File: src/rtl/sensor_beacon_record_parser_defines.svh
// Assertion macros shared by the beacon record parser RTL
`ifndef SENSOR_BEACON_RECORD_PARSER_DEFINES_SVH
`define SENSOR_BEACON_RECORD_PARSER_DEFINES_SVH

// condition implies consequence in the same cycle
`define SBRP_ASSERT_IMPL(label, clk, rst, cond, cons) \
  label: assert property (@(posedge clk) disable iff (rst) (cond) |-> (cons)) \
    else $error("sbrp assertion failed");

// condition implies consequence in the next cycle
`define SBRP_ASSERT_NEXT(label, clk, rst, cond, cons) \
  label: assert property (@(posedge clk) disable iff (rst) (cond) |=> (cons)) \
    else $error("sbrp assertion failed");

`endif

File: src/rtl/sbrp_pkg.sv
// Types and constants of the beacon record parser
package sbrp_pkg;

  localparam int unsigned MAX_MSG_BYTES_DEF = 64;
  localparam int unsigned FIFO_DEPTH        = 4;

  localparam logic [15:0] PRODUCT_ID_RESET = 16'h0098;

  localparam logic [7:0] FLAG_ENCRYPTED  = 8'h08;
  localparam logic [7:0] FLAG_CAPABILITY = 8'h20;
  localparam logic [7:0] FLAG_DATA       = 8'h40;

  localparam logic [7:0] FIXED_A = 8'h10;
  localparam logic [7:0] FIXED_B = 8'h00;

  localparam logic [7:0] T_MOTION   = 8'h03;
  localparam logic [7:0] T_TEMP     = 8'h04;
  localparam logic [7:0] T_HUM      = 8'h06;
  localparam logic [7:0] T_LUX      = 8'h07;
  localparam logic [7:0] T_MOIST    = 8'h08;
  localparam logic [7:0] T_COND     = 8'h09;
  localparam logic [7:0] T_BATT     = 8'h0A;
  localparam logic [7:0] T_TEMP_HUM = 8'h0D;
  localparam logic [7:0] T_LUX_MOT  = 8'h0F;
  localparam logic [7:0] T_HCHO     = 8'h10;
  localparam logic [7:0] T_ONOFF    = 8'h12;
  localparam logic [7:0] T_TABLET   = 8'h13;
  localparam logic [7:0] T_IDLE     = 8'h17;

  localparam logic [31:0] LUX_MARK = 32'd100;

  typedef enum logic [2:0] {
    ST_OK,
    ST_ENCRYPTED,
    ST_NO_DATA,
    ST_DUPLICATE,
    ST_WRONG_DEVICE,
    ST_TOO_SHORT,
    ST_NOTHING
  } status_t;

  typedef enum logic [1:0] {
    PH_TYPE,
    PH_FIXED,
    PH_LENGTH,
    PH_VALUE
  } phase_t;

  typedef enum logic [3:0] {
    Q_MOTION,
    Q_TEMP,
    Q_HUM,
    Q_LUX,
    Q_LUX_MOTION,
    Q_MOIST,
    Q_COND,
    Q_BATT,
    Q_TEMP_HUM,
    Q_HCHO,
    Q_ONOFF,
    Q_TABLET,
    Q_IDLE
  } quantity_t;

  typedef enum logic {
    K_RECORD,
    K_STATUS
  } kind_t;

  typedef struct packed {
    kind_t              kind;
    quantity_t          quantity;
    logic signed [32:0] value_a;
    logic signed [15:0] value_b;
    logic               motion_flag;
    logic               light_flag;
    status_t            status;
    logic               capability;
    logic               last;
  } rec_t;

endpackage

File: src/rtl/sbrp_msg_if.sv
// Message byte channel: valid/ready with one byte and an end mark
interface sbrp_msg_if;
  logic       valid;
  logic       ready;
  logic [7:0] msg_byte;
  logic       end_of_msg;

  modport source (output valid, output msg_byte, output end_of_msg, input ready);
  modport sink (input valid, input msg_byte, input end_of_msg, output ready);
endinterface

File: src/rtl/sbrp_rec_if.sv
// Result channel: valid/ready with one decoded record or status
interface sbrp_rec_if;
  logic               valid;
  logic               ready;
  logic               kind;
  logic [3:0]         quantity;
  logic signed [32:0] value_a;
  logic signed [15:0] value_b;
  logic               motion_flag;
  logic               light_flag;
  logic [2:0]         status;
  logic               capability;
  logic               last;

  modport source (
    output valid, output kind, output quantity, output value_a, output value_b,
    output motion_flag, output light_flag, output status, output capability,
    output last, input ready
  );
  modport sink (
    input valid, input kind, input quantity, input value_a, input value_b,
    input motion_flag, input light_flag, input status, input capability,
    input last, output ready
  );
endinterface

File: src/rtl/sensor_beacon_record_parser.sv
// Beacon service-data record parser: byte-wise header check and record split
//
//   channel | dir | transaction
//   --------+-----+------------------------------------------------------
//   msg     | in  | one message byte, end_of_msg on the final byte
//   rec     | out | one decoded record or the closing status of a message
//   cfg     | in  | cfg_we/cfg_wdata write of expected_product_id
//
// One byte is taken per ready cycle; header checks and record assembly are done in
// the accepting cycle and results land in a 4-entry result queue.
// A byte makes at most two results; msg.ready holds while 2 queue slots are free.
// Results leave one per ready cycle; a stalled rec side fills the queue, then stalls msg.
// rst is synchronous: clears message state, frame counter and queue, loads id 152.
`include "sensor_beacon_record_parser_defines.svh"

module sensor_beacon_record_parser
  import sbrp_pkg::*;
#(
  parameter int unsigned MAX_MSG_BYTES = MAX_MSG_BYTES_DEF
) (
  input  logic        clk,
  input  logic        rst,
  input  logic        cfg_we,
  input  logic [15:0] cfg_wdata,
  sbrp_msg_if.sink    msg,
  sbrp_rec_if.source  rec
);

  localparam int unsigned POS_W = $clog2(MAX_MSG_BYTES + 1);
  localparam int unsigned PTR_W = $clog2(FIFO_DEPTH);
  localparam int unsigned CNT_W = $clog2(FIFO_DEPTH + 1);

  logic [15:0]       expected_product_id;
  logic [POS_W-1:0]  byte_position, byte_position_next;
  logic [7:0]        frame_flags, frame_flags_next;
  logic [7:0]        product_low, product_low_next;
  logic [7:0]        prior_frame_counter, prior_frame_counter_next;
  status_t           early_error, early_error_next;
  phase_t            record_phase, record_phase_next;
  logic [7:0]        record_type, record_type_next;
  logic [2:0]        record_length, record_length_next;
  logic [31:0]       value_bytes, value_bytes_next;
  logic [2:0]        value_count, value_count_next;
  logic              parsing_stopped, parsing_stopped_next;
  logic              any_decoded, any_decoded_next;

  logic              msg_fire, rec_fire;
  logic [POS_W-1:0]  pos_limit, offset, len_min;
  logic              rec_done, rec_hit, rec_push;
  logic [2:0]        value_count_inc;
  rec_t              dec, st_rec;
  status_t           st;

  rec_t              fifo [FIFO_DEPTH];
  logic [PTR_W-1:0]  rd_ptr, wr_ptr;
  logic [CNT_W-1:0]  count, count_next;
  rec_t              rd_data;

  assign pos_limit = POS_W'(MAX_MSG_BYTES);
  assign msg_fire  = msg.valid & msg.ready;
  assign rec_fire  = rec.valid & rec.ready;
  assign msg.ready = count <= CNT_W'(FIFO_DEPTH - 2);

  always_ff @(posedge clk) begin
    if (rst) begin
      expected_product_id <= PRODUCT_ID_RESET;
    end else if (cfg_we) begin
      expected_product_id <= cfg_wdata;
    end
  end

  // per-byte header and record state
  always_comb begin
    byte_position_next       = byte_position;
    frame_flags_next         = frame_flags;
    product_low_next         = product_low;
    prior_frame_counter_next = prior_frame_counter;
    early_error_next         = early_error;
    record_phase_next        = record_phase;
    record_type_next         = record_type;
    record_length_next       = record_length;
    value_bytes_next         = value_bytes;
    value_count_next         = value_count;
    parsing_stopped_next     = parsing_stopped;
    value_count_inc          = value_count + 3'd1;
    rec_done                 = 1'b0;
    offset = ((frame_flags & FLAG_CAPABILITY) != 8'h00) ? POS_W'(12) : POS_W'(11);

    if (byte_position < pos_limit) begin
      if (byte_position == POS_W'(0)) begin
        frame_flags_next = msg.msg_byte;
        if ((msg.msg_byte & FLAG_ENCRYPTED) != 8'h00) begin
          early_error_next = ST_ENCRYPTED;
        end else if ((msg.msg_byte & FLAG_DATA) == 8'h00) begin
          early_error_next = ST_NO_DATA;
        end
      end else if (byte_position == POS_W'(2)) begin
        product_low_next = msg.msg_byte;
      end else if (byte_position == POS_W'(3)) begin
        if (early_error == ST_OK && {msg.msg_byte, product_low} != expected_product_id) begin
          early_error_next = ST_WRONG_DEVICE;
        end
      end else if (byte_position == POS_W'(4)) begin
        if (early_error == ST_OK || early_error == ST_WRONG_DEVICE) begin
          if (msg.msg_byte == prior_frame_counter) begin
            early_error_next = ST_DUPLICATE;
          end else begin
            prior_frame_counter_next = msg.msg_byte;
          end
        end
      end else if (byte_position >= offset && early_error == ST_OK && !parsing_stopped) begin
        case (record_phase)
          PH_TYPE: begin
            record_type_next  = msg.msg_byte;
            record_phase_next = PH_FIXED;
          end
          PH_FIXED: begin
            if (msg.msg_byte != FIXED_A && msg.msg_byte != FIXED_B) begin
              parsing_stopped_next = 1'b1;
            end else begin
              record_phase_next = PH_LENGTH;
            end
          end
          PH_LENGTH: begin
            if (msg.msg_byte < 8'd1 || msg.msg_byte > 8'd4) begin
              parsing_stopped_next = 1'b1;
            end else begin
              record_length_next = msg.msg_byte[2:0];
              value_bytes_next   = '0;
              value_count_next   = '0;
              record_phase_next  = PH_VALUE;
            end
          end
          PH_VALUE: begin
            value_bytes_next = value_bytes | (32'(msg.msg_byte) << {value_count[1:0], 3'b000});
            value_count_next = value_count_inc;
            if (value_count_inc >= record_length) begin
              rec_done          = 1'b1;
              record_phase_next = PH_TYPE;
            end
          end
          default: record_phase_next = PH_TYPE;
        endcase
      end
      byte_position_next = byte_position + POS_W'(1);
    end
  end

  // record decode from the assembled value
  always_comb begin
    dec.kind           = K_RECORD;
    dec.quantity       = Q_MOTION;
    dec.value_a        = {1'b0, value_bytes_next};
    dec.value_b        = '0;
    dec.motion_flag    = 1'b0;
    dec.light_flag     = 1'b0;
    dec.status         = ST_OK;
    dec.capability     = frame_flags_next[5];
    dec.last           = 1'b0;
    rec_hit            = 1'b0;
    case (record_type)
      T_MOTION: begin
        rec_hit         = record_length == 3'd1;
        dec.quantity    = Q_MOTION;
        dec.motion_flag = value_bytes_next != 32'd0;
      end
      T_TEMP: begin
        rec_hit      = record_length == 3'd2;
        dec.quantity = Q_TEMP;
        dec.value_a  = {{17{value_bytes_next[15]}}, value_bytes_next[15:0]};
      end
      T_HUM: begin
        rec_hit      = record_length == 3'd2;
        dec.quantity = Q_HUM;
        dec.value_a  = {{17{value_bytes_next[15]}}, value_bytes_next[15:0]};
      end
      T_LUX: begin
        rec_hit        = record_length == 3'd3;
        dec.quantity   = Q_LUX;
        dec.light_flag = value_bytes_next == LUX_MARK;
      end
      T_LUX_MOT: begin
        rec_hit         = record_length == 3'd3;
        dec.quantity    = Q_LUX_MOTION;
        dec.motion_flag = 1'b1;
        dec.light_flag  = value_bytes_next == LUX_MARK;
      end
      T_MOIST: begin
        rec_hit      = record_length == 3'd1;
        dec.quantity = Q_MOIST;
      end
      T_COND: begin
        rec_hit      = record_length == 3'd2;
        dec.quantity = Q_COND;
      end
      T_BATT: begin
        rec_hit      = record_length == 3'd1;
        dec.quantity = Q_BATT;
      end
      T_TEMP_HUM: begin
        rec_hit      = record_length == 3'd4;
        dec.quantity = Q_TEMP_HUM;
        dec.value_a  = {{17{value_bytes_next[15]}}, value_bytes_next[15:0]};
        dec.value_b  = value_bytes_next[31:16];
      end
      T_HCHO: begin
        rec_hit      = record_length == 3'd2;
        dec.quantity = Q_HCHO;
      end
      T_ONOFF: begin
        rec_hit      = record_length == 3'd1;
        dec.quantity = Q_ONOFF;
      end
      T_TABLET: begin
        rec_hit      = record_length == 3'd1;
        dec.quantity = Q_TABLET;
      end
      T_IDLE: begin
        rec_hit         = record_length == 3'd4;
        dec.quantity    = Q_IDLE;
        dec.motion_flag = value_bytes_next == 32'd0;
      end
      default: rec_hit = 1'b0;
    endcase
  end

  assign rec_push         = rec_done & rec_hit;
  assign any_decoded_next = any_decoded | rec_push;

  // closing status
  always_comb begin
    len_min = frame_flags_next[5] ? POS_W'(16) : POS_W'(15);
    if (early_error_next == ST_ENCRYPTED || early_error_next == ST_NO_DATA) begin
      st = early_error_next;
    end else if (byte_position_next < POS_W'(5)) begin
      st = ST_TOO_SHORT;
    end else if (early_error_next != ST_OK) begin
      st = early_error_next;
    end else if (byte_position_next < len_min) begin
      st = ST_TOO_SHORT;
    end else if (any_decoded_next) begin
      st = ST_OK;
    end else begin
      st = ST_NOTHING;
    end
    st_rec.kind           = K_STATUS;
    st_rec.quantity       = Q_MOTION;
    st_rec.value_a        = '0;
    st_rec.value_b        = '0;
    st_rec.motion_flag    = 1'b0;
    st_rec.light_flag     = 1'b0;
    st_rec.status         = st;
    st_rec.capability     = frame_flags_next[5];
    st_rec.last           = 1'b1;
  end

  always_ff @(posedge clk) begin
    if (rst) begin
      byte_position       <= '0;
      frame_flags         <= '0;
      product_low         <= '0;
      prior_frame_counter <= '0;
      early_error         <= ST_OK;
      record_phase        <= PH_TYPE;
      record_type         <= '0;
      record_length       <= '0;
      value_bytes         <= '0;
      value_count         <= '0;
      parsing_stopped     <= 1'b0;
      any_decoded         <= 1'b0;
    end else if (msg_fire) begin
      prior_frame_counter <= prior_frame_counter_next;
      if (msg.end_of_msg) begin
        byte_position   <= '0;
        frame_flags     <= '0;
        product_low     <= '0;
        early_error     <= ST_OK;
        record_phase    <= PH_TYPE;
        record_type     <= '0;
        record_length   <= '0;
        value_bytes     <= '0;
        value_count     <= '0;
        parsing_stopped <= 1'b0;
        any_decoded     <= 1'b0;
      end else begin
        byte_position   <= byte_position_next;
        frame_flags     <= frame_flags_next;
        product_low     <= product_low_next;
        early_error     <= early_error_next;
        record_phase    <= record_phase_next;
        record_type     <= record_type_next;
        record_length   <= record_length_next;
        value_bytes     <= value_bytes_next;
        value_count     <= value_count_next;
        parsing_stopped <= parsing_stopped_next;
        any_decoded     <= any_decoded_next;
      end
    end
  end

  // result queue: record first, then status
  always_ff @(posedge clk) begin
    if (msg_fire) begin
      if (rec_push) begin
        fifo[wr_ptr] <= dec;
        if (msg.end_of_msg) begin
          fifo[wr_ptr + PTR_W'(1)] <= st_rec;
        end
      end else if (msg.end_of_msg) begin
        fifo[wr_ptr] <= st_rec;
      end
    end
  end

  always_comb begin
    count_next = count - CNT_W'(rec_fire);
    if (msg_fire) begin
      count_next = count_next + CNT_W'(rec_push) + CNT_W'(msg.end_of_msg);
    end
  end

  always_ff @(posedge clk) begin
    if (rst) begin
      rd_ptr <= '0;
      wr_ptr <= '0;
      count  <= '0;
    end else begin
      count <= count_next;
      if (rec_fire) begin
        rd_ptr <= rd_ptr + PTR_W'(1);
      end
      if (msg_fire) begin
        wr_ptr <= wr_ptr + PTR_W'(rec_push) + PTR_W'(msg.end_of_msg);
      end
    end
  end

  assign rd_data            = fifo[rd_ptr];
  assign rec.valid          = count != '0;
  assign rec.kind           = rd_data.kind;
  assign rec.quantity       = rd_data.quantity;
  assign rec.value_a        = rd_data.value_a;
  assign rec.value_b        = rd_data.value_b;
  assign rec.motion_flag    = rd_data.motion_flag;
  assign rec.light_flag     = rd_data.light_flag;
  assign rec.status         = rd_data.status;
  assign rec.capability     = rd_data.capability;
  assign rec.last           = rd_data.last;

  `SBRP_ASSERT_IMPL(a_queue_bound, clk, rst, 1'b1, count <= CNT_W'(FIFO_DEPTH))
  `SBRP_ASSERT_IMPL(a_pos_sat, clk, rst, 1'b1, byte_position <= pos_limit)
  `SBRP_ASSERT_NEXT(a_end_clears, clk, rst, msg_fire && msg.end_of_msg, byte_position == '0)
  `SBRP_ASSERT_IMPL(a_stop_clean, clk, rst, parsing_stopped, early_error == ST_OK)

endmodule

File: src/flat_wrapper.sv
// flat-port wrapper written by rule: the top's interface ports become plain ports
module sensor_beacon_record_parser_flat import sbrp_pkg::*;
#(
  parameter int unsigned MAX_MSG_BYTES = MAX_MSG_BYTES_DEF
)
  (clk, rst, cfg_we, cfg_wdata, msg_valid, msg_msg_byte, msg_end_of_msg, msg_ready, rec_valid, rec_kind, rec_quantity, rec_value_a, rec_value_b, rec_motion_flag, rec_light_flag, rec_status, rec_capability, rec_last, rec_ready);
  sbrp_msg_if msg_i ();
  sbrp_rec_if rec_i ();
  input  logic clk;
  input  logic rst;
  input  logic cfg_we;
  input  logic [15:0] cfg_wdata;
  input wire logic [$bits(msg_i.valid)-1:0] msg_valid;
  input wire logic [$bits(msg_i.msg_byte)-1:0] msg_msg_byte;
  input wire logic [$bits(msg_i.end_of_msg)-1:0] msg_end_of_msg;
  output wire logic [$bits(msg_i.ready)-1:0] msg_ready;
  output wire logic [$bits(rec_i.valid)-1:0] rec_valid;
  output wire logic [$bits(rec_i.kind)-1:0] rec_kind;
  output wire logic [$bits(rec_i.quantity)-1:0] rec_quantity;
  output wire logic [$bits(rec_i.value_a)-1:0] rec_value_a;
  output wire logic [$bits(rec_i.value_b)-1:0] rec_value_b;
  output wire logic [$bits(rec_i.motion_flag)-1:0] rec_motion_flag;
  output wire logic [$bits(rec_i.light_flag)-1:0] rec_light_flag;
  output wire logic [$bits(rec_i.status)-1:0] rec_status;
  output wire logic [$bits(rec_i.capability)-1:0] rec_capability;
  output wire logic [$bits(rec_i.last)-1:0] rec_last;
  input wire logic [$bits(rec_i.ready)-1:0] rec_ready;
  assign msg_i.valid = msg_valid;
  assign msg_i.msg_byte = msg_msg_byte;
  assign msg_i.end_of_msg = msg_end_of_msg;
  assign msg_ready = msg_i.ready;
  assign rec_valid = rec_i.valid;
  assign rec_kind = rec_i.kind;
  assign rec_quantity = rec_i.quantity;
  assign rec_value_a = rec_i.value_a;
  assign rec_value_b = rec_i.value_b;
  assign rec_motion_flag = rec_i.motion_flag;
  assign rec_light_flag = rec_i.light_flag;
  assign rec_status = rec_i.status;
  assign rec_capability = rec_i.capability;
  assign rec_last = rec_i.last;
  assign rec_i.ready = rec_ready;
  sensor_beacon_record_parser #(.MAX_MSG_BYTES(MAX_MSG_BYTES)) u_core (.clk(clk), .rst(rst), .cfg_we(cfg_we), .cfg_wdata(cfg_wdata), .msg(msg_i), .rec(rec_i));
endmodule
File: config.mk
export PLATFORM = sky130hd
export DESIGN_NAME = sensor_beacon_record_parser_flat
export DESIGN_NICKNAME = d
export VERILOG_FILES = /design/src/rtl/sbrp_pkg.sv /design/src/rtl/sbrp_msg_if.sv /design/src/rtl/sbrp_rec_if.sv /design/src/rtl/sensor_beacon_record_parser.sv /design/src/flat_wrapper.sv
export VERILOG_INCLUDE_DIRS = /design/src /design/src/rtl
export SDC_FILE = /design/constraint.sdc
export NUM_CORES = 1
export LEC_CHECK = 0
export ABC_AREA = 0
export BUFFER_PORTS_ARGS = -buffer_cell sky130_fd_sc_hd__buf_2
export CORE_MARGIN = 2
export CORE_UTILIZATION = 25
export CTS_BUF_LIST = sky130_fd_sc_hd__clkbuf_4 sky130_fd_sc_hd__clkbuf_8
export DETAILED_ROUTE_END_ITERATION = 7
export GPL_TIMING_DRIVEN = 1
export PLACE_DENSITY_LB_ADDON = 0.15
export SLEW_MARGIN = 20
export SYNTH_ARGS = -nofsm -noshare
export SYNTH_HDL_FRONTEND = slang
export SYNTH_SLANG_ARGS = --single-unit
File: constraint.sdc
create_clock -name clk -period 4.9 [get_ports clk]
set_clock_uncertainty 0.1 [all_clocks]
set_input_delay 0.245 -clock clk [delete_from_list [all_inputs] [get_ports clk]]
set_output_delay 0.245 -clock clk [all_outputs]
set_load 0.03 [all_outputs]
==> flow_summary.json <==
{
  "outcome": "completed",
  "wire_per_inst_um": 20.17,
  "cts_buffers": 59,
  "ys_ff_latch": 342,
  "synthArstFlopShare_pct": 0,
  "dp.cells": 2312,
  "grt_pass1_wl_mm": 76.16,
  "startpoint_type": "flop",
  "ant_nets": 0,
  "slew_viol_final": 0,
  "finalCriticalPeriod_ps": 3926,
  "synth_cell_types": 71,
  "track_usage_pct": 16.27,
  "syn_inst": 1540,
  "postSynthAreaPerCell_um2": 9.646,
  "cts_tree": "built",
  "r2r_cells": 15,
  "gp_congestion": 0.7862,
  "tns_ps": 0,
  "pwr-share-clk_pct": 39.6,
  "max-slew-margin-rel_pct": 21.66,
  "hold_viol_final": 0,
  "grt_max_degree": 58,
  "multi_input_area_mm2": 0.007288,
  "ys_warn_count": 0,
  "drt_iter0_markers": 662,
  "synth_edf_count": 16,
  "rows": 89,
  "switchingPower_w": 0.002098,
  "ys_seq_area_share_pct": 47.17,
  "leakage_nw": 6.593,
  "dieWidth_um": 247.8,
  "fillCellCount": 6144,
  "finalSetupViolations": 0,
  "synth_top_cell_by_area": "dfxtp_1",
  "post-dp-hpwl_mm": 31.20,
  "num_io_pins": 93,
  "comb_power_share_pct": 16.0,
  "gr-total-overflow": 0,
  "first_pass_iters": 5,
  "rrSetupSlack_ps": 970,
  "initial_core_util_pct": 25.22,
  "die_area_mm2": 0.06138,
  "viasPerCell": 4.967,
  "r2r_end": "u_core.fifo[3][3]",
  "clk_pin_slew_ps": 60,
  "final_common_cell": "dfxtp_1",
  "cts_buffer_depth": 3,
  "endpoint_kind": "flop",
  "htree_levels": 2,
  "p_per_area_mw_per_mm2": 389.2,
  "totalWireLength_mm": 49.54,
  "via_count": 12200,
  "antenna_found_initial": 0,
  "cts.repair.resized": 0,
  "io_buffers": 92,
  "synthFlopType": "dfxtp_1",
  "min_delay_path_depth": 2,
  "fin_nets": 1696,
  "netlist_area_mm2": 0.01485,
  "drive_gt1_share_pct": 19.01,
  "startpoint": "u_core.byte_position[3]",
  "core_mm2": 0.05891,
  "cap_violations": 0,
  "rr_startpoint": "u_core.byte_position[3]",
  "root_buffer": "clkbuf_8",
  "die_h_um": 247.8,
  "crit_type": "flop to flop",
  "synth_top_area_share_pct": 43.94,
  "mostFrequentLayoutCells": "dfxtp_1 (324), nand2_1 (161), nor2_1 (157)",
  "fmax_mhz": 254.7,
  "hp-class": "primary input to flop",
  "required_ps": 5200,
  "switching_share_pct": 30.23,
  "drcViolationCount": 0,
  "seqPwrFrac_pct": 44.4,
  "cp_max_fo": 13,
  "critPathArrivalTime_ps": 4230,
  "diodes": 0,
  "yosys-top-cells-area": "dfxtp_1 (44%), mux4_2 (9.1%), o2bb2ai_1 (5.3%)",
  "syn2layout_area_growth_pct": 20.05,
  "tightest_slew_ps": 1166,
  "syn_nets": 1594,
  "grt_pass1_vias": 12380,
  "fin_crit_sh_pct": 80.13,
  "fin_cells": 2456,
  "rsz0062_at_grt": "no",
  "ctsHoldBuffers": 42,
  "cts_setup_buffers": 0,
  "power.internal_w": 0.004843,
  "hp-start": "rst",
  "irDropWorstVdd_uv": 213.5,
  "clock_latency_ps": 690,
  "clock_sinks": 342,
  "register_area_mm2": 0.007014
}
worst max path at each step:
stage | end | slack (ps) | cells after the start
finish | u_core.fifo[3][3] | 970 | 15
global route | u_core.fifo[2][3] | 570 | 15
CTS | u_core.fifo[3][3] | 960 | 15
detailed placement | u_core.fifo[3][3] | 970 | 15
global placement | u_core.fifo[1][3] | 1030 | 15
floorplan | u_core.fifo[2][3] | 1400 | 15
flip-flops by register name, indices dropped and copies added, names as in the netlist, 7 cells and up, named ones only:
name,cells
u_core.fifo,240
u_core.byte_position,7
u_core.expected_product_id,16
u_core.value_bytes,32
u_core.prior_frame_counter,8
u_core.record_type,8
u_core.product_low,8
power by group through the flow:
stage | logic [W] | registers [W] | clock network [W]
detailed placement | 0.00111 | 0.00314 | 0
floorplan | 0.000848 | 0.00300 | 0
global route | 0.00122 | 0.00310 | 0.00297
finish | 0.00111 | 0.00308 | 0.00275
CTS | 0.00114 | 0.00309 | 0.00285
global placement | 0.00111 | 0.00314 | 0
critical path: stages (launching register included):
cell and delay [ps]:
dfxtp_1 440, nor4_1 510, nand3_1 210, mux2i_1 190, buf_4 200, inv_1 120
ha_1 330, a21oi_1 130, nor2b_1 60, o21ai_0 140, nand3_1 80, nor3_1 290
inv_1 70, a31o_2 230, a32oi_1 450, nor2_1 110
cell usage after synthesis, types with 3 or more instances:
| cell | number |
|---|---|
| nand2b_1 | 11 |
| buf_2 | 3 |
| inv_1 | 25 |
| or3_1 | 10 |
| dfxtp_1 | 326 |
| a211o_1 | 6 |
| o211ai_1 | 3 |
| a31oi_1 | 10 |
| or2_2 | 8 |
| xor2_1 | 32 |
| nand3b_1 | 3 |
| mux2i_1 | 25 |
| o2bb2ai_1 | 90 |
| clkbuf_1 | 114 |
| nor2_1 | 158 |
| edfxtp_1 | 16 |
| xnor2_1 | 8 |
| a21oi_1 | 84 |
| nand2_1 | 166 |
| o21a_1 | 3 |
| ha_1 | 22 |
| mux4_2 | 60 |
| nor2b_1 | 7 |
| nand3_1 | 19 |
| a22oi_1 | 24 |
| o22ai_1 | 4 |
| o21ai_0 | 131 |
| nor3_1 | 23 |
| buf_1 | 9 |
| and3_1 | 13 |
| a22o_1 | 44 |
| a211oi_1 | 4 |
| nor3b_1 | 6 |
| nor4_1 | 19 |
| and2_1 | 3 |
| or4_1 | 4 |
| nand4_1 | 4 |
cell families after synthesis:
group / count (synthesis) / share of synthesized area, %
muxes: 87 / 10.93
and+or+nand+nor: 466 / 14.18
DFF: 342 / 47.17
AOI/OAI and AO/OA: 426 / 19.18
xor gates and xnor gates: 40 / 2.359
buffers and inverters: 154 / 3.993
adders and majority gates: 25 / 2.190
layout make-up:
type	count	share of cell area (%)
clock buffer	95	6.560
clock inverter	7	0.3578
inverter	26	0.5473
multi-input combinational	1044	40.87
sequential	342	39.33
tap	773	5.424
timing repair buffer	169	6.904
layer usage:
metal | global-route usage (%) | wire [µm] | vias up | part of all wire (%)
met4 | 4.702 | 1019 | 0 | 2.1
met2 | 27.12 | 23460 | 279 | 47
met3 | 2.336 | 2008 | 74 | 4.1
met5 | 0 | 0 | - | 0
li1 | - | - | 5799 | -
met1 | 21.83 | 23050 | 6046 | 47
per-stage QoR:
| stage | hold slack, ps | power, W | setup WS [ps] | util, % | instance area, µm² |
|---|---|---|---|---|---|
| after floorplan | 267.4 | 0.003851 | 1400 | - | 14850 |
| after global placement | 328.8 | 0.004248 | 1034 | 27.46 | 16180 |
| after detailed placement | 335.6 | 0.004254 | 968.2 | 27.46 | 16180 |
| after CTS | 48.11 | 0.007072 | 962.1 | 30.27 | 17830 |
| after global routing | 80.20 | 0.007287 | 570.7 | 30.27 | 17830 |
| final | 68.04 | 0.006941 | 973.9 | 30.27 | 17830 |
(Power assumes the default switching activity.)
